--- config.mk ---
export PLATFORM = sky130hd
export DESIGN_NAME = seven_segment_mux_display
export DESIGN_NICKNAME = d
export VERILOG_FILES = /design/src/sv/ssmd_pkg.sv /design/src/sv/seven_segment_mux_display.sv /design/src/sv/ssmd_core.sv
export SDC_FILE = /design/constraint.sdc
export NUM_CORES = 1
export LEC_CHECK = 0
export BUFFER_PORTS_ARGS = -buffer_cell sky130_fd_sc_hd__buf_2
export CORE_ASPECT_RATIO = 0.7
export CORE_MARGIN = 2
export CORE_UTILIZATION = 55
export DETAILED_ROUTE_END_ITERATION = 6
export GPL_TIMING_DRIVEN = 0
export PLACE_DENSITY = 0.73
export REMOVE_ABC_BUFFERS = 1
export SLEW_MARGIN = 20
export SYNTH_ARGS = -nofsm -noshare
export SYNTH_HDL_FRONTEND = slang
export SYNTH_SLANG_ARGS = --single-unit
--- constraint.sdc ---
create_clock -name clk -period 4.7 [get_ports clk]
set_input_delay 0.94 -clock clk [delete_from_list [all_inputs] [get_ports clk]]
set_output_delay 0.94 -clock clk [all_outputs]
set_load 0.03 [all_outputs]
--- src/sv/ssmd_pkg.sv ---
// Shared types, constants and the character decode table for the
// multiplexed seven-segment display driver. No dependencies.
package ssmd_pkg;

  localparam int DEFAULT_MAX_DIGITS = 4;

  // Widths fixed by the interface
  localparam int CHAR_W     = 8;
  localparam int SEG_W      = 8;
  localparam int LINES_W    = 4;
  localparam int BRIGHT_W   = 2;
  localparam int DIGITS_W   = 3;
  localparam int DUTY_W     = 3;
  localparam int CFG_IDX_W  = 1;
  localparam int CFG_DATA_W = 3;
  // Wide enough for any digit count up to eight
  localparam int COUNT_W    = 4;

  localparam logic [CHAR_W-1:0]   BLANK_CHAR   = 8'd32;
  localparam logic [CHAR_W-1:0]   DOT_CHAR     = 8'd46;
  localparam logic [CHAR_W-1:0]   NUL_CHAR     = 8'd0;
  localparam logic [DUTY_W-1:0]   DUTY_RELOAD  = 3'd4;
  localparam logic [BRIGHT_W-1:0] BRIGHT_RESET = 2'd2;
  localparam logic [DIGITS_W-1:0] DIGITS_RESET = 3'd4;

  typedef enum logic {
    OP_TICK = 1'b0,
    OP_LOAD = 1'b1
  } op_t;

  typedef enum logic [CFG_IDX_W-1:0] {
    CFG_BRIGHTNESS    = 1'b0,
    CFG_DIGITS_IN_USE = 1'b1
  } cfg_reg_t;

  typedef struct packed {
    logic [LINES_W-1:0] digit_enable;
    logic [SEG_W-1:0]   segments;
    logic               lit;
  } ssmd_result_t;

  // Segments a..g in bits 0..6 for one character code
  function automatic logic [6:0] decode_char(input logic [CHAR_W-1:0] c);
    logic [6:0] seg;
    unique case (c) inside
      8'd0, 8'd48, 8'd79, 8'd206: seg = 7'h3F;
      8'd1, 8'd49:                seg = 7'h06;
      8'd2, 8'd50:                seg = 7'h5B;
      8'd3, 8'd51:                seg = 7'h4F;
      8'd4, 8'd52:                seg = 7'h66;
      8'd5, 8'd53, 8'd83:         seg = 7'h6D;
      8'd6, 8'd54:                seg = 7'h7D;
      8'd7, 8'd55:                seg = 7'h07;
      8'd8, 8'd56, 8'd194:        seg = 7'h7F;
      8'd9, 8'd57:                seg = 7'h6F;
      8'd65, 8'd192:              seg = 7'h77;
      8'd67:                      seg = 7'h39;
      8'd69:                      seg = 7'h79;
      8'd70:                      seg = 7'h71;
      8'd72, 8'd205:              seg = 7'h76;
      8'd74:                      seg = 7'h0E;
      8'd76:                      seg = 7'h38;
      8'd80, 8'd208:              seg = 7'h73;
      8'd85, 8'd86:               seg = 7'h3E;
      8'd98:                      seg = 7'h7C;
      8'd99:                      seg = 7'h58;
      8'd104:                     seg = 7'h74;
      8'd110, 8'd111:             seg = 7'h54;
      8'd114:                     seg = 7'h50;
      8'd193:                     seg = 7'h7B;
      8'd207:                     seg = 7'h37;
      default:                    seg = 7'h00;
    endcase
    return seg;
  endfunction

endpackage

--- src/sv/seven_segment_mux_display.sv ---
// Multiplexed seven-segment display driver, top level.
// Each accepted beat's result goes to the result register, or to the skid
// register while that stalls. Throughput: one input beat per cycle unless
// stalled; the two-entry stage keeps input open while one result waits.
// Reset (rst, synchronous): buffer blank, dots clear, duty counter at four,
// scan at digit 0, digit lines off, brightness 2, digits in use 4, no beats.
module seven_segment_mux_display #(
  parameter int MAX_DIGITS = ssmd_pkg::DEFAULT_MAX_DIGITS
) (
  input  logic                             clk,
  input  logic                             rst,
  // Configuration write port
  input  logic                             cfg_write,
  input  logic [ssmd_pkg::CFG_IDX_W-1:0]   cfg_index,
  input  logic [ssmd_pkg::CFG_DATA_W-1:0]  cfg_data,
  // Input channel
  input  logic                             in_valid,
  output logic                             in_stall,
  input  logic                             op,
  input  logic                             new_string,
  input  logic [ssmd_pkg::CHAR_W-1:0]      character,
  // Output channel
  output logic                             out_valid,
  input  logic                             out_stall,
  output logic [ssmd_pkg::LINES_W-1:0]     digit_enable,
  output logic [ssmd_pkg::SEG_W-1:0]       segments,
  output logic                             lit
);
  import ssmd_pkg::*;

  logic         accept;
  logic         out_busy;
  logic         skid_valid;
  ssmd_result_t result;
  ssmd_result_t out_beat;
  ssmd_result_t skid_beat;

  // Take a beat whenever the skid register is free
  assign in_stall = skid_valid;
  assign accept   = in_valid && !in_stall;
  // The result register holds a beat that is not being taken this cycle
  assign out_busy = out_valid && out_stall;

  // All display state but the configuration registers updates in the core at
  // the accept edge; its result is a pure function of old state and the beat.
  ssmd_core #(
    .MAX_DIGITS (MAX_DIGITS)
  ) u_core (
    .clk        (clk),
    .rst        (rst),
    .cfg_write  (cfg_write),
    .cfg_index  (cfg_index),
    .cfg_data   (cfg_data),
    .step       (accept),
    .op         (op),
    .new_string (new_string),
    .character  (character),
    .result     (result)
  );

  // Output stage control: park a new beat in skid while the result
  // register is stalled, otherwise load the result register directly.
  always_ff @(posedge clk) begin
    if (rst) begin
      out_valid  <= 1'b0;
      skid_valid <= 1'b0;
    end else if (accept) begin
      if (out_busy) begin
        skid_valid <= 1'b1;
      end else begin
        out_valid <= 1'b1;
      end
    end else if (!out_busy) begin
      // Advance skid into the result register, or drop to empty
      out_valid  <= skid_valid;
      skid_valid <= 1'b0;
    end
  end

  // Output stage payload
  always_ff @(posedge clk) begin
    if (accept) begin
      if (out_busy) begin
        skid_beat <= result;
      end else begin
        out_beat <= result;
      end
    end else if (!out_busy && skid_valid) begin
      out_beat <= skid_beat;
    end
  end

  assign digit_enable = out_beat.digit_enable;
  assign segments     = out_beat.segments;
  assign lit          = out_beat.lit;

endmodule

--- src/sv/ssmd_core.sv ---
// Display state: configuration registers, character buffer, dot flags,
// duty counter and scan position. Depends on ssmd_pkg.
module ssmd_core #(
  parameter int MAX_DIGITS = ssmd_pkg::DEFAULT_MAX_DIGITS
) (
  input  logic                             clk,
  input  logic                             rst,
  input  logic                             cfg_write,
  input  logic [ssmd_pkg::CFG_IDX_W-1:0]   cfg_index,
  input  logic [ssmd_pkg::CFG_DATA_W-1:0]  cfg_data,
  input  logic                             step,
  input  logic                             op,
  input  logic                             new_string,
  input  logic [ssmd_pkg::CHAR_W-1:0]      character,
  output ssmd_pkg::ssmd_result_t           result
);
  import ssmd_pkg::*;

  localparam int IDX_W = (MAX_DIGITS > 1) ? $clog2(MAX_DIGITS) : 1;
  localparam int WP_W  = $clog2(MAX_DIGITS + 1);

  logic [BRIGHT_W-1:0] brightness;
  logic [DIGITS_W-1:0] digits_in_use;
  logic [CHAR_W-1:0]   char_buffer [MAX_DIGITS];
  logic [CHAR_W-1:0]   char_buffer_next [MAX_DIGITS];
  logic [MAX_DIGITS-1:0] dot_flags, dot_flags_next;
  logic [WP_W-1:0]     write_pointer, write_pointer_next;
  logic [DUTY_W-1:0]   duty_counter, duty_counter_next;
  logic [IDX_W-1:0]    scan_digit, scan_digit_next;
  logic [LINES_W-1:0]  digit_lines, digit_lines_next;

  logic [COUNT_W-1:0]  n_used;
  logic [WP_W-1:0]     wp_base;
  logic                is_dot;
  logic [DUTY_W-1:0]   duty_dec;
  logic                fire;
  logic [IDX_W-1:0]    sd;
  logic [COUNT_W-1:0]  sd_inc;
  logic [SEG_W-1:0]    seg;

  // Configuration writes
  always_ff @(posedge clk) begin
    if (rst) begin
      brightness    <= BRIGHT_RESET;
      digits_in_use <= DIGITS_RESET;
    end else if (cfg_write) begin
      unique case (cfg_reg_t'(cfg_index))
        CFG_BRIGHTNESS:    brightness    <= cfg_data[BRIGHT_W-1:0];
        CFG_DIGITS_IN_USE: digits_in_use <= cfg_data[DIGITS_W-1:0];
        default:           brightness    <= brightness;
      endcase
    end
  end

  // Clamp the digit count to 1..MAX_DIGITS
  always_comb begin
    if (digits_in_use == '0) begin
      n_used = COUNT_W'(1);
    end else if (COUNT_W'(digits_in_use) > COUNT_W'(MAX_DIGITS)) begin
      n_used = COUNT_W'(MAX_DIGITS);
    end else begin
      n_used = COUNT_W'(digits_in_use);
    end
  end

  always_comb begin
    for (int k = 0; k < MAX_DIGITS; k++) begin
      char_buffer_next[k] = char_buffer[k];
    end
    dot_flags_next     = dot_flags;
    write_pointer_next = write_pointer;
    duty_counter_next  = duty_counter;
    scan_digit_next    = scan_digit;
    digit_lines_next   = digit_lines;
    wp_base  = new_string ? '0 : write_pointer;
    is_dot   = (character == DOT_CHAR) || (character == NUL_CHAR);
    duty_dec = duty_counter - 1'b1;
    fire     = (duty_dec == DUTY_W'(brightness));
    sd       = (COUNT_W'(scan_digit) >= n_used) ? '0 : scan_digit;
    sd_inc   = COUNT_W'(sd) + 1'b1;
    seg      = '0;

    if (op == OP_LOAD) begin
      if (new_string) begin
        for (int k = 0; k < MAX_DIGITS; k++) begin
          char_buffer_next[k] = BLANK_CHAR;
        end
        dot_flags_next     = '0;
        write_pointer_next = '0;
      end
      if (is_dot) begin
        if (new_string) begin
          // A leading dot marks position 0 and skips it
          dot_flags_next[0]  = 1'b1;
          write_pointer_next = WP_W'(1);
        end else if (write_pointer != '0 &&
                     (COUNT_W'(write_pointer) - 1'b1) < n_used) begin
          dot_flags_next[IDX_W'(write_pointer - 1'b1)] = 1'b1;
        end
      end else if (COUNT_W'(wp_base) < n_used) begin
        char_buffer_next[IDX_W'(wp_base)] = character;
        write_pointer_next = wp_base + 1'b1;
      end
    end else begin
      duty_counter_next = duty_dec;
      if (fire) begin
        for (int i = 0; i < LINES_W; i++) begin
          digit_lines_next[i] = (COUNT_W'(sd) == COUNT_W'(i));
        end
        seg = {dot_flags[sd], decode_char(char_buffer[sd])};
        duty_counter_next = DUTY_RELOAD;
        scan_digit_next   = (sd_inc >= n_used) ? '0 : IDX_W'(sd_inc);
      end
    end

    result.digit_enable = digit_lines_next;
    result.segments     = seg;
    result.lit          = (op == OP_TICK) && fire;
  end

  always_ff @(posedge clk) begin
    if (rst) begin
      for (int k = 0; k < MAX_DIGITS; k++) begin
        char_buffer[k] <= BLANK_CHAR;
      end
      dot_flags     <= '0;
      write_pointer <= '0;
      duty_counter  <= DUTY_RELOAD;
      scan_digit    <= '0;
      digit_lines   <= '0;
    end else if (step) begin
      for (int k = 0; k < MAX_DIGITS; k++) begin
        char_buffer[k] <= char_buffer_next[k];
      end
      dot_flags     <= dot_flags_next;
      write_pointer <= write_pointer_next;
      duty_counter  <= duty_counter_next;
      scan_digit    <= scan_digit_next;
      digit_lines   <= digit_lines_next;
    end
  end

endmodule

==> impl_table.tex, run 1 <==
\begin{tabular}{lr}
\hline
Metric & Value \\
\hline
\multicolumn{2}{l}{\textbf{Run status}} \\
\quad Result of the run & finished, final reports clean \\
\multicolumn{2}{l}{\textbf{Timing}} \\
\quad Final Hold Fails & 0 \\
\quad Number of setup violations in the final report & 0 \\
\quad Final period util & 86.8\% \\
\quad Unrepaired setup endpoints after global routing & false \\
\quad Transition time at the pin with the least slew margin & 1.05 ns \\
\quad Worst clock skew & 0.00715 ns \\
\quad Count of final max-slew check failures & 0 \\
\quad Final TNS setup & 0 ns \\
\quad Highest achievable clock rate & 245 MHz \\
\quad Remaining max-slew budget at the tightest pin & 29.9\% \\
\quad Final setup slack of the worst path & 0.623 ns \\
\quad Minimum period implied by the final worst setup slack & 4.08 ns \\
\multicolumn{2}{l}{\textbf{Critical path}} \\
\quad Number of cells on the worst reg-to-reg path & 10 \\
\quad Worst path most repeated cell & nor4\_1 \\
\quad Worst r2r dst & segments[4] \\
\quad Minimum setup slack among reg-to-reg paths & 0.62 ns \\
\quad Crit path max-delay cell type & dfxtp\_1 \\
\quad Type of element capturing the critical path & register \\
\quad RR Startpoint & u\_core.scan\_digit[1] \\
\quad Required time of the critical path & 4.77 ns \\
\quad Critical-path cell list & ha\_1, nand2b\_4, o21ai\_4, o31a\_1, and2\_1, nor4\_1, o21ai\_0, nand4\_1, nor4\_1, o21ai\_1 \\
\quad Category of the worst setup path launch point & register \\
\quad Setup CP Type & reg -> reg \\
\quad Maximum fanout along the worst path & 19 \\
\quad Endpoint arrival time on the critical path & 4.14 ns \\
\quad Max incr delay on CP & 0.84 ns \\
\multicolumn{2}{l}{\textbf{Synthesis}} \\
\quad Top cells by area, synth & edfxtp\_1 (33\%), dfxtp\_1 (8.7\%), ha\_1 (5.7\%) \\
\quad Count of different cell masters after synthesis & 68 \\
\quad Sequential-to-total area share from yosys stat & 41.5\% \\
\quad Netlist Area Pre-Place & 5310 um\^{}2 \\
\quad Cells after synthesis & 569 \\
\quad Synthesis warning total & 0 \\
\quad Synth Area per Inst & 9.34 um\^{}2 \\
\quad Share of the synthesized area in the top cell type & 32.8\% \\
\quad Yosys reg bits & 81 \\
\quad Leading cell type by number of instances after synthesis & nand2\_1 \\
\quad Proportion of synthesized flip-flops having asynchronous set or reset & 0\% \\
\quad Ys flop type & edfxtp\_1 \\
\quad Library cell occupying the most area in the post-synthesis netlist & edfxtp\_1 \\
\quad Ranking of synthesized cells by instance count & nand2\_1 (73), edfxtp\_1 (58), a21oi\_1 (55) \\
\quad Number of synthesized flops with an enable pin & 58 \\
\multicolumn{2}{l}{\textbf{Placed design}} \\
\quad DP Wirelength & 8650 um \\
\quad Setup slack after placement & 0.497 ns \\
\quad Placed cells & 695 \\
\quad Number of I/O port buffers & 33 \\
\quad Final RePlAce weighted congestion & 0.865 \\
\multicolumn{2}{l}{\textbf{Global routing}} \\
\quad Initial antenna violation count & 0 \\
\quad Global-route wire length before repair & 21000 um \\
\quad Number of global-route vias before repair & 4227 \\
\quad Total global routing track utilization & 25.3\% \\
\quad Maximum number of pins on one net before global-route repair & 42 \\
\quad Remaining global-route overflow & 0 \\
\multicolumn{2}{l}{\textbf{Pwr}} \\
\quad Leakage power total & 2.12 nW \\
\quad Power density over cell area & 328 nW/um\^{}2 \\
\quad Maximum VDD drop & 0.000251 V \\
\quad Overall power consumption & 1.90 mW \\
\multicolumn{2}{l}{\textbf{Worst hold path}} \\
\quad Startpoint of the lowest-slack hold path & u\_core.digits\_in\_use[0] \\
\quad Worst min path class & reg -> reg \\
\quad Endpoint with the worst hold slack & u\_core.digits\_in\_use[0] \\
\quad Cell count of the worst hold path & 2 \\
\multicolumn{2}{l}{\textbf{CTS}} \\
\quad Number of clock buffers inserted by TritonCTS & 9 \\
\quad CTS tree & yes \\
\quad Clock latency of the later-clocked register in the worst-skew pair & 0.34 ns \\
\quad Hold bufs inserted after CTS & 0 \\
\quad Depth of the CTS H-tree & 3 \\
\quad Count of clock tree sinks & 81 \\
\quad Number of setup buffers added after CTS & 0 \\
\quad Clock edge transition at the registers on the reported setup and hold paths & 0.06 ns \\
\quad Root buffer cell & clkbuf\_16 \\
\quad PostCTS Resize Cnt & 0 \\
\quad Clk buf depth & 2 \\
\multicolumn{2}{l}{\textbf{Layout}} \\
\quad Diodes inserted & 0 \\
\quad Number of non-filler instances in the completed layout & 711 \\
\quad Fraction of layout instances using a drive strength above 1 & 12.9\% \\
\quad Final net count & 625 \\
\quad Area growth syn-to-layout & 9.23\% \\
\multicolumn{2}{l}{\textbf{Routing}} \\
\quad Number of design rule violations left after detail routing & 0 \\
\quad Initial DRC count & 497 \\
\quad Post-detailed-route via-to-cell ratio & 6.21 \\
\quad Total number of vias & 4416 \\
\quad Wirelength per Cell & 17.5 um \\
\quad Remaining antenna violation count & 0 \\
\quad Aggregate routed wire length & 12400 um \\
\quad TritonRoute pass-1 iters & 6 \\
\multicolumn{2}{l}{\textbf{Die}} \\
\quad Rows & 29 \\
\quad Area of the die & 10500 um\^{}2 \\
\quad Core outline area & 9220 um\^{}2 \\
\quad Vert. Die Dim & 86.2 um \\
\quad Width of the chip & 121 um \\
\quad IO Count & 34 \\
\quad Initial core utilization & 57.6\% \\
\multicolumn{2}{l}{\textbf{Run}} \\
\quad Max-cap violations & 0 \\
\hline
\end{tabular}
-- power breakdown --
part           internal [mW]  switching [mW]  leakage (nW)  total (mW)
sequential             0.813          0.0214         0.780       0.835
clock                  0.439           0.269         0.143       0.708
combinational          0.117           0.242          1.20       0.359
-- cell families (layout without fill, tap and decap cells) --
| group | after synthesis | in the layout | share of synthesized area (%) |
|---|---|---|---|
| compound gates | 134 | 134 | 18.1 |
| xor+xnor | 8 | 8 | 1.67 |
| fa+ha+maj | 24 | 24 | 5.65 |
| buf+inv | 54 | 72 | 4.73 |
| flops | 81 | 81 | 41.5 |
| mux | 15 | 15 | 2.83 |
| simple gates | 253 | 253 | 25.6 |
-- worst max-delay path, delay by kind of cell, from the launching register on --
kind                     cells  cell delay [ns]
AND/OR/NAND/NOR              5             1.41
AO/OA/AOI/OAI                4             1.23
flip-flops                   1             0.84
adder cells (fa/ha/maj)      1             0.30
-- registers in the layout, indices dropped and copies added, names as in the netlist --
name,count
u_core.char_buffer,32
skid_beat,13
segments,8
digit_enable,4
u_core.digit_lines,4
u_core.dot_flags,4
u_core.digits_in_use,3
u_core.duty_counter,3
u_core.write_pointer,3
u_core.brightness,2
u_core.scan_digit,2
in_stall,1
lit,1
out_valid,1
-- how the worst max path moves through the flow --
| stage | start | end | slack [ns] | depth (start not counted) |
|---|---|---|---|---|
| 3_5_place_dp | new_string | u_core.char_buffer[2][0] | 0.50 | 10 |
| 6_report | u_core.scan_digit[1] | segments[4] | 0.62 | 10 |
| 3_3_place_gp | new_string | u_core.char_buffer[2][0] | 0.52 | 10 |
| 2_1_floorplan | new_string | u_core.char_buffer[2][0] | 1.47 | 9 |
| 5_1_grt | u_core.scan_digit[0] | segments[6] | 0.42 | 11 |
| 4_1_cts | u_core.scan_digit[1] | segments[4] | 0.71 | 10 |
-- layout by cell type (no fill, tap or decap), drive strengths merged, types with 13 or more instances in the layout --
master  count
edfxtp     58
nor4       13
nand4      13
mux2i      15
a21oi      55
clkbuf     13
buf        34
nand3      21
inv        20
dfxtp      23
nor3       14
o21ai      19
nor2       54
nand3b     24
nand2      74
ha         24
-- through the flow --
step           instance area, um^2  util [%]  hold slack, ns
6_report                      5800      63.0           0.470
5_1_grt                       5800      63.0           0.501
4_1_cts                       5800      62.9           0.474
3_5_place_dp                  5490      59.6           0.459
3_3_place_gp                  5460      59.3           0.447
2_1_floorplan                 5140         -           0.430
-- per-layer routing --
| metal | wire length [um] | vias to the layer above | global-route usage [%] |
|---|---|---|---|
| li1 | - | 2123 | - |
| met1 | 5810 | 2093 | 35.7 |
| met2 | 5640 | 178 | 39.6 |
| met3 | 810 | 22 | 5.72 |
| met4 | 167 | 0 | 6.90 |
| met5 | 0 | - | 0 |
-- final cells by class --
type                       count  area (um^2)
clock buffer                  13          260
clock inverter                 3         41.3
tap                          124          155
inverter                      22         82.6
multi-input combinational    434         2870
fill                         767         3410
sequential                    81         2200
timing repair buffer          34          193
No activity file was read; power rests on OpenSTA's default activity.
==> run 2: changes to the inputs <==
--- a/config.mk
+++ b/config.mk
@@ -12,8 +12,10 @@
 export DETAILED_ROUTE_END_ITERATION = 6
 export GPL_TIMING_DRIVEN = 0
 export PLACE_DENSITY = 0.73
+export RECOVER_POWER = 25
 export REMOVE_ABC_BUFFERS = 1
 export SLEW_MARGIN = 20
 export SYNTH_ARGS = -nofsm -noshare
 export SYNTH_HDL_FRONTEND = slang
+export SYNTH_HIERARCHICAL = 1
 export SYNTH_SLANG_ARGS = --single-unit
==> impl_table.tex, run 2 <==
\begin{tabular}{lr}
\hline
Metric & Value \\
\hline
\multicolumn{2}{l}{\textbf{Synthesis}} \\
\quad Yosys reg bits & 81 \\
\quad Library cell occupying the most area in the post-synthesis netlist & edfxtp\_1 \\
\quad Synth Area per Inst & 9.76 um\^{}2 \\
\quad Count of different cell masters after synthesis & 83 \\
\quad Ranking of synthesized cells by instance count & nand2\_1 (74), edfxtp\_1 (58), a21oi\_1 (50) \\
\quad Top cells by area, synth & edfxtp\_1 (32\%), dfxtp\_1 (8.4\%), ha\_1 (5.2\%) \\
\quad Share of the synthesized area in the top cell type & 31.7\% \\
\quad Proportion of synthesized flip-flops having asynchronous set or reset & 0\% \\
\quad Leading cell type by number of instances after synthesis & nand2\_1 \\
\quad Synthesis warning total & 6 \\
\quad Cells after synthesis & 563 \\
\quad Ys flop type & edfxtp\_1 \\
\quad Number of synthesized flops with an enable pin & 58 \\
\quad Netlist Area Pre-Place & 5490 um\^{}2 \\
\quad Sequential-to-total area share from yosys stat & 40.1\% \\
\multicolumn{2}{l}{\textbf{CTS}} \\
\quad Clk buf depth & 2 \\
\quad PostCTS Resize Cnt & 0 \\
\quad Count of clock tree sinks & 81 \\
\quad CTS tree & yes \\
\quad Number of clock buffers inserted by TritonCTS & 9 \\
\quad Number of setup buffers added after CTS & 0 \\
\quad Root buffer cell & clkbuf\_16 \\
\quad Clock latency of the later-clocked register in the worst-skew pair & 0.34 ns \\
\quad Clock edge transition at the registers on the reported setup and hold paths & 0.06 ns \\
\quad Hold bufs inserted after CTS & 0 \\
\quad Depth of the CTS H-tree & 3 \\
\multicolumn{2}{l}{\textbf{Critical path}} \\
\quad Setup CP Type & reg -> reg \\
\quad Critical-path cell list & inv\_2, ha\_1, nor2b\_1, o21ai\_4, o21bai\_1, o311a\_1, nor2\_4, o2111ai\_2, o211ai\_2, nor4\_4, a31oi\_1, mux2\_4 \\
\quad Crit path max-delay cell type & o311a\_1 \\
\quad Endpoint arrival time on the critical path & 4.40 ns \\
\quad Kind of cell adding the most delay to the critical path & compound AO/OA/AOI/OAI gates \\
\quad Maximum fanout along the worst path & 18 \\
\quad Required time of the critical path & 4.79 ns \\
\quad Category of the worst setup path launch point & register \\
\quad Count of buffering cells on the critical path with inverters included & 1 \\
\quad Max incr delay on CP & 0.65 ns \\
\quad Type of element capturing the critical path & register \\
\multicolumn{2}{l}{\textbf{Timing}} \\
\quad Unrepaired setup endpoints after global routing & false \\
\quad Final TNS setup & 0 ns \\
\quad Final setup slack of the worst path & 0.385 ns \\
\quad Final period util & 91.8\% \\
\quad Worst clock skew & 0.00679 ns \\
\quad Minimum period implied by the final worst setup slack & 4.31 ns \\
\quad Number of setup violations in the final report & 0 \\
\quad Count of final max-slew check failures & 0 \\
\quad Highest achievable clock rate & 232 MHz \\
\quad Worst-case hold slack & 0.462 ns \\
\quad Remaining max-slew budget at the tightest pin & 23.6\% \\
\quad Final Hold Fails & 0 \\
\quad Transition time at the pin with the least slew margin & 1.14 ns \\
\multicolumn{2}{l}{\textbf{Pwr}} \\
\quad Clock Power Share & 38.2\% \\
\quad Switching part of the total & 28.1\% \\
\quad Power density over cell area & 315 nW/um\^{}2 \\
\quad Leakage power total & 2.11 nW \\
\quad Portion of total power attributed to combinational logic & 17.5\% \\
\quad Maximum VDD drop & 0.000218 V \\
\quad Internal cell power & 1.34 mW \\
\quad Share of total power in sequential cells & 44.3\% \\
\quad Net switching power figure & 525 uW \\
\multicolumn{2}{l}{\textbf{Layout}} \\
\quad Commonest cells after routing, fill and taps aside & nand2\_1 (74), edfxtp\_1 (58), a21oi\_1 (50) \\
\quad Register with the most flip-flops & u\_core/char\_buffer \\
\quad Area growth syn-to-layout & 7.84\% \\
\quad Diodes inserted & 0 \\
\quad Fraction of layout instances using a drive strength above 1 & 15.1\% \\
\quad Max FFs per register & 32 \\
\quad Most common cell after layout, fill and taps aside & nand2\_1 \\
\quad Final net count & 619 \\
\multicolumn{2}{l}{\textbf{Routing}} \\
\quad Wirelength per Cell & 17.8 um \\
\quad Initial DRC count & 547 \\
\quad Total number of vias & 4476 \\
\quad Remaining antenna violation count & 0 \\
\quad Post-detailed-route via-to-cell ratio & 6.30 \\
\quad TritonRoute pass-1 iters & 5 \\
\quad Aggregate routed wire length & 12700 um \\
\quad Number of design rule violations left after detail routing & 0 \\
\multicolumn{2}{l}{\textbf{Global routing}} \\
\quad Remaining global-route overflow & 0 \\
\quad Number of global-route vias before repair & 4159 \\
\quad Global-route wire length before repair & 20700 um \\
\quad Total global routing track utilization & 24.7\% \\
\quad Initial antenna violation count & 0 \\
\quad Maximum number of pins on one net before global-route repair & 44 \\
\multicolumn{2}{l}{\textbf{Run status}} \\
\quad Result of the run & finished, final reports clean \\
\multicolumn{2}{l}{\textbf{Run}} \\
\quad Max-cap violations & 0 \\
\multicolumn{2}{l}{\textbf{Placed design}} \\
\quad DP Wirelength & 8960 um \\
\quad Final RePlAce weighted congestion & 0.916 \\
\quad Number of I/O port buffers & 33 \\
\quad Setup slack after placement & 0.449 ns \\
\multicolumn{2}{l}{\textbf{Die}} \\
\quad Rows & 30 \\
\quad Width of the chip & 123 um \\
\quad Area of the die & 10800 um\^{}2 \\
\quad Initial core utilization & 56.5\% \\
\quad IO Count & 34 \\
\quad Core outline area & 9720 um\^{}2 \\
\quad Vert. Die Dim & 87.6 um \\
\multicolumn{2}{l}{\textbf{Worst hold path}} \\
\quad Worst min path class & reg -> reg \\
\hline
\end{tabular}
## run 2: cell types whose count changed after synthesis, moves of 6 or more
cell / change
o21ai_0: +7
nand2b_1: +6
mux2_2: +7
mux2_4: +8
nor2_1: -10
mux2i_1: -6
nand4_1: -12
nand3_1: -7
## run 2: cell families (layout without fill, tap and decap cells)
family / after synthesis / count (layout) / synth area share [%]
xor+xnor: 5 / 5 / 0.797
compound gates: 148 / 148 / 21.2
flops: 81 / 81 / 40.1
mux: 24 / 24 / 5.26
simple gates: 229 / 229 / 22.3
buf+inv: 53 / 72 / 5.12
fa+ha+maj: 23 / 23 / 5.24
## run 2: path summary, 6_finish.rpt
path / start / endpoint / slack (ns) / cells past startpoint
max: u_core/scan_digit[0] / segments[5] / 0.39 / 12
min: u_core/digit_lines[1] / u_core/digit_lines[1] / 0.46 / 2
max reg2reg: u_core/scan_digit[0] / segments[5] / 0.39 / 12
min reg2reg: u_core/digit_lines[1] / u_core/digit_lines[1] / 0.46 / 2
## run 2: cell type report
type | count | area [um^2]
Timing Repair Buffer | 35 | 168
Multi-Input combinational cell | 429 | 3010
Tap cell | 128 | 160
Sequential cell | 81 | 2200
Fill cell | 799 | 3800
Clock inverter | 6 | 63.8
Inverter | 21 | 78.8
Clock buffer | 10 | 239
## run 2: per-stage QoR
stage	power [mW]	instance area, um^2	util (%)	std cells
2_1_floorplan	1.07	5290	-	531
3_3_place_gp	1.15	5620	57.8	692
3_5_place_dp	1.16	5650	58.1	694
4_1_cts	1.88	5960	61.3	710
5_1_grt	1.94	5920	60.9	710
6_report	1.87	5920	60.9	710
## run 2: routing by layer
metal	up-vias	GRT usage (%)	wire length, um
met2	207	38.6	5740
li1	2124	-	-
met3	22	5.14	1010
met1	2123	35.0	5740
met5	-	0	0
met4	0	6.71	175
## run 2: power groups by stage
stage          sequential (mW)  clock, mW  combinational, mW
3_5_place_dp             0.842          0              0.323
3_3_place_gp             0.841          0              0.313
4_1_cts                  0.826      0.728              0.324
5_1_grt                  0.830      0.750              0.357
6_report                 0.826      0.714              0.327
2_1_floorplan            0.856          0              0.214
## run 2: worst register-to-register path, delay by kind of cell (launching register included)
family	cells	cell delay, ns
AOI/OAI and AO/OA	6	1.84
and+or+nand+nor	3	0.99
adders and majority gates	1	0.31
DFF	1	0.55
buffers and inverters	1	0.11
muxes	1	0.29
==> run 3: changes to the inputs <==
--- a/config.mk
+++ b/config.mk
@@ -13,7 +13,6 @@
 export GPL_TIMING_DRIVEN = 0
 export PLACE_DENSITY = 0.73
 export RECOVER_POWER = 25
-export REMOVE_ABC_BUFFERS = 1
 export SLEW_MARGIN = 20
 export SYNTH_ARGS = -nofsm -noshare
 export SYNTH_HDL_FRONTEND = slang
==> impl_table.tex, run 3 (synthesis gave the netlist of run 2 again) <==
\begin{tabular}{lr}
\hline
Metric & Value \\
\hline
\multicolumn{2}{l}{\textbf{CTS}} \\
\quad Clk buf depth & 2 \\
\quad Number of clock buffers inserted by TritonCTS & 9 \\
\quad Clock edge transition at the registers on the reported setup and hold paths & 0.06 ns \\
\quad Root buffer cell & clkbuf\_16 \\
\quad CTS tree & yes \\
\quad Depth of the CTS H-tree & 3 \\
\quad Clock latency of the later-clocked register in the worst-skew pair & 0.35 ns \\
\quad Hold bufs inserted after CTS & 0 \\
\quad PostCTS Resize Cnt & 0 \\
\quad Number of setup buffers added after CTS & 0 \\
\quad Count of clock tree sinks & 81 \\
\multicolumn{2}{l}{\textbf{Layout}} \\
\quad Sequential standard cell area & 2200 um\^{}2 \\
\quad Multi-input combinational cell area & 3010 um\^{}2 \\
\quad Fraction of layout instances using a drive strength above 1 & 17.0\% \\
\quad Commonest cells after routing, fill and taps aside & nand2\_1 (74), edfxtp\_1 (58), a21oi\_1 (50) \\
\quad Register with the most flip-flops & u\_core/char\_buffer \\
\quad Area growth syn-to-layout & 12.0\% \\
\quad Final net count & 650 \\
\quad Most common cell after layout, fill and taps aside & nand2\_1 \\
\quad Number of inserted filler cells in the final layout & 818 \\
\quad Max FFs per register & 32 \\
\quad Diodes inserted & 0 \\
\multicolumn{2}{l}{\textbf{Global routing}} \\
\quad Total global routing track utilization & 27.0\% \\
\quad Maximum number of pins on one net before global-route repair & 29 \\
\quad Global-route wire length before repair & 22500 um \\
\quad Number of global-route vias before repair & 4440 \\
\quad Remaining global-route overflow & 0 \\
\quad Initial antenna violation count & 0 \\
\multicolumn{2}{l}{\textbf{Timing}} \\
\quad Final Hold Fails & 0 \\
\quad Count of final max-slew check failures & 0 \\
\quad Minimum period implied by the final worst setup slack & 3.79 ns \\
\quad Number of setup violations in the final report & 0 \\
\quad Remaining max-slew budget at the tightest pin & 9.94\% \\
\quad Final period util & 80.6\% \\
\quad Unrepaired setup endpoints after global routing & false \\
\quad Final setup slack of the worst path & 0.910 ns \\
\quad Final TNS setup & 0 ns \\
\quad Highest achievable clock rate & 264 MHz \\
\quad Transition time at the pin with the least slew margin & 1.35 ns \\
\quad Worst clock skew & 0.00747 ns \\
\multicolumn{2}{l}{\textbf{Critical path}} \\
\quad Worst r2r dst & segments[2] \\
\quad Category of the worst setup path launch point & register \\
\quad Setup CP Type & reg -> reg \\
\quad Minimum setup slack among reg-to-reg paths & 0.91 ns \\
\quad Number of cells on the worst reg-to-reg path & 12 \\
\quad RR Startpoint & u\_core/digits\_in\_use[1] \\
\quad Required time of the critical path & 4.80 ns \\
\quad Endpoint arrival time on the critical path & 3.89 ns \\
\quad Maximum fanout along the worst path & 9 \\
\quad Type of element capturing the critical path & register \\
\multicolumn{2}{l}{\textbf{Worst hold path}} \\
\quad Cell count of the worst hold path & 2 \\
\quad Startpoint of the lowest-slack hold path & u\_core/digits\_in\_use[0] \\
\quad Worst min path class & reg -> reg \\
\quad Endpoint with the worst hold slack & u\_core/digits\_in\_use[0] \\
\multicolumn{2}{l}{\textbf{Pwr}} \\
\quad Power density over cell area & 322 nW/um\^{}2 \\
\quad Leakage power total & 2.23 nW \\
\quad Maximum VDD drop & 0.000263 V \\
\quad Overall power consumption & 1.98 mW \\
\multicolumn{2}{l}{\textbf{Die}} \\
\quad Width of the chip & 123 um \\
\quad Initial core utilization & 56.5\% \\
\quad Core outline area & 9720 um\^{}2 \\
\quad Vert. Die Dim & 87.6 um \\
\quad IO Count & 34 \\
\quad Area of the die & 10800 um\^{}2 \\
\quad Rows & 30 \\
\multicolumn{2}{l}{\textbf{Routing}} \\
\quad Met2 wire len & 5990 um \\
\quad Remaining antenna violation count & 0 \\
\quad Highest metal used & met4 \\
\quad TritonRoute pass-1 iters & 6 \\
\quad Initial DRC count & 482 \\
\quad Met3 wire length & 1170 um \\
\quad Post-detailed-route via-to-cell ratio & 6.27 \\
\quad Number of design rule violations left after detail routing & 0 \\
\quad Post-route met1 wirelength & 6390 um \\
\quad Total number of vias & 4649 \\
\quad Wirelength per Cell & 18.6 um \\
\quad Aggregate routed wire length & 13800 um \\
\multicolumn{2}{l}{\textbf{Run status}} \\
\quad Result of the run & finished, final reports clean \\
\multicolumn{2}{l}{\textbf{Placed design}} \\
\quad DP Wirelength & 10100 um \\
\quad Final RePlAce weighted congestion & 0.893 \\
\quad Number of I/O port buffers & 33 \\
\quad Setup slack after placement & 0.661 ns \\
\multicolumn{2}{l}{\textbf{Run}} \\
\quad Max-cap violations & 0 \\
\multicolumn{2}{l}{\textbf{Synthesis}} \\
\quad Number of nets produced by synthesis & 605 \\
\hline
\end{tabular}
-- run 3: cell types whose count changed in the layout (fill, tap and decap cells not counted), sizes merged --
| cell | change |
|---|---|
| clkbuf | +15 |
| bufinv | +1 |
| buf | +16 |
| clkinv | +1 |
| inv | -2 |
-- run 3: worst max-delay path, stage by stage, from the launching register on --
cell	delay (ns)
dfxtp_1	0.32
nor2b_1	0.14
nor2_1	0.21
ha_1	0.28
nor2b_1	0.11
buf_4	0.18
o21ai_4	0.12
o311ai_1	0.54
o21ai_1	0.34
a32o_1	0.35
a222oi_1	0.47
a31oi_1	0.19
mux2_4	0.29
-- run 3: cell type report --
| cell class | count | area share (%) |
|---|---|---|
| Clock inverter | 6 | 1.59 |
| Timing Repair Buffer | 34 | 2.66 |
| Multi-Input combinational cell | 429 | 49.0 |
| Clock buffer | 10 | 4.07 |
| Buffer | 32 | 3.03 |
| Inverter | 21 | 1.28 |
| Sequential cell | 81 | 35.8 |
| Tap cell | 128 | 2.60 |
-- run 3: metrics by stage --
stage | hold WS (ns) | cells | cell area, um^2 | utilization [%]
after global routing | 0.475 | 741 | 6150 | 63.3
after CTS | 0.468 | 741 | 6190 | 63.7
after floorplan | 0.436 | 563 | 5490 | -
after global placement | 0.445 | 724 | 5820 | 59.8
after detailed placement | 0.455 | 725 | 5840 | 60.1
final | 0.466 | 741 | 6150 | 63.3
-- run 3: how the worst max path moves through the flow --
stage,startpoint,endpoint,slack [ns],depth (start not counted)
floorplan,u_core/digits_in_use[1],segments[4],1.52,17
detailed placement,new_string,u_core/write_pointer[2],0.66,15
CTS,u_core/digits_in_use[1],segments[0],0.98,17
global route,new_string,u_core/write_pointer[2],0.71,15
finish,u_core/digits_in_use[1],segments[2],0.91,12
global placement,new_string,u_core/write_pointer[2],0.76,15
-- run 3: power by group --
group	switching, mW	internal, mW
clock network	0.299	0.504
logic	0.228	0.122
registers	0.0223	0.805
total	0.549	1.43
-- run 3: layer usage --
layer  up-vias  track usage, %
met5         -               0
met2       215            41.3
met4         0            8.06
met3        30            5.60
li1       2190               -
met1      2214            39.0
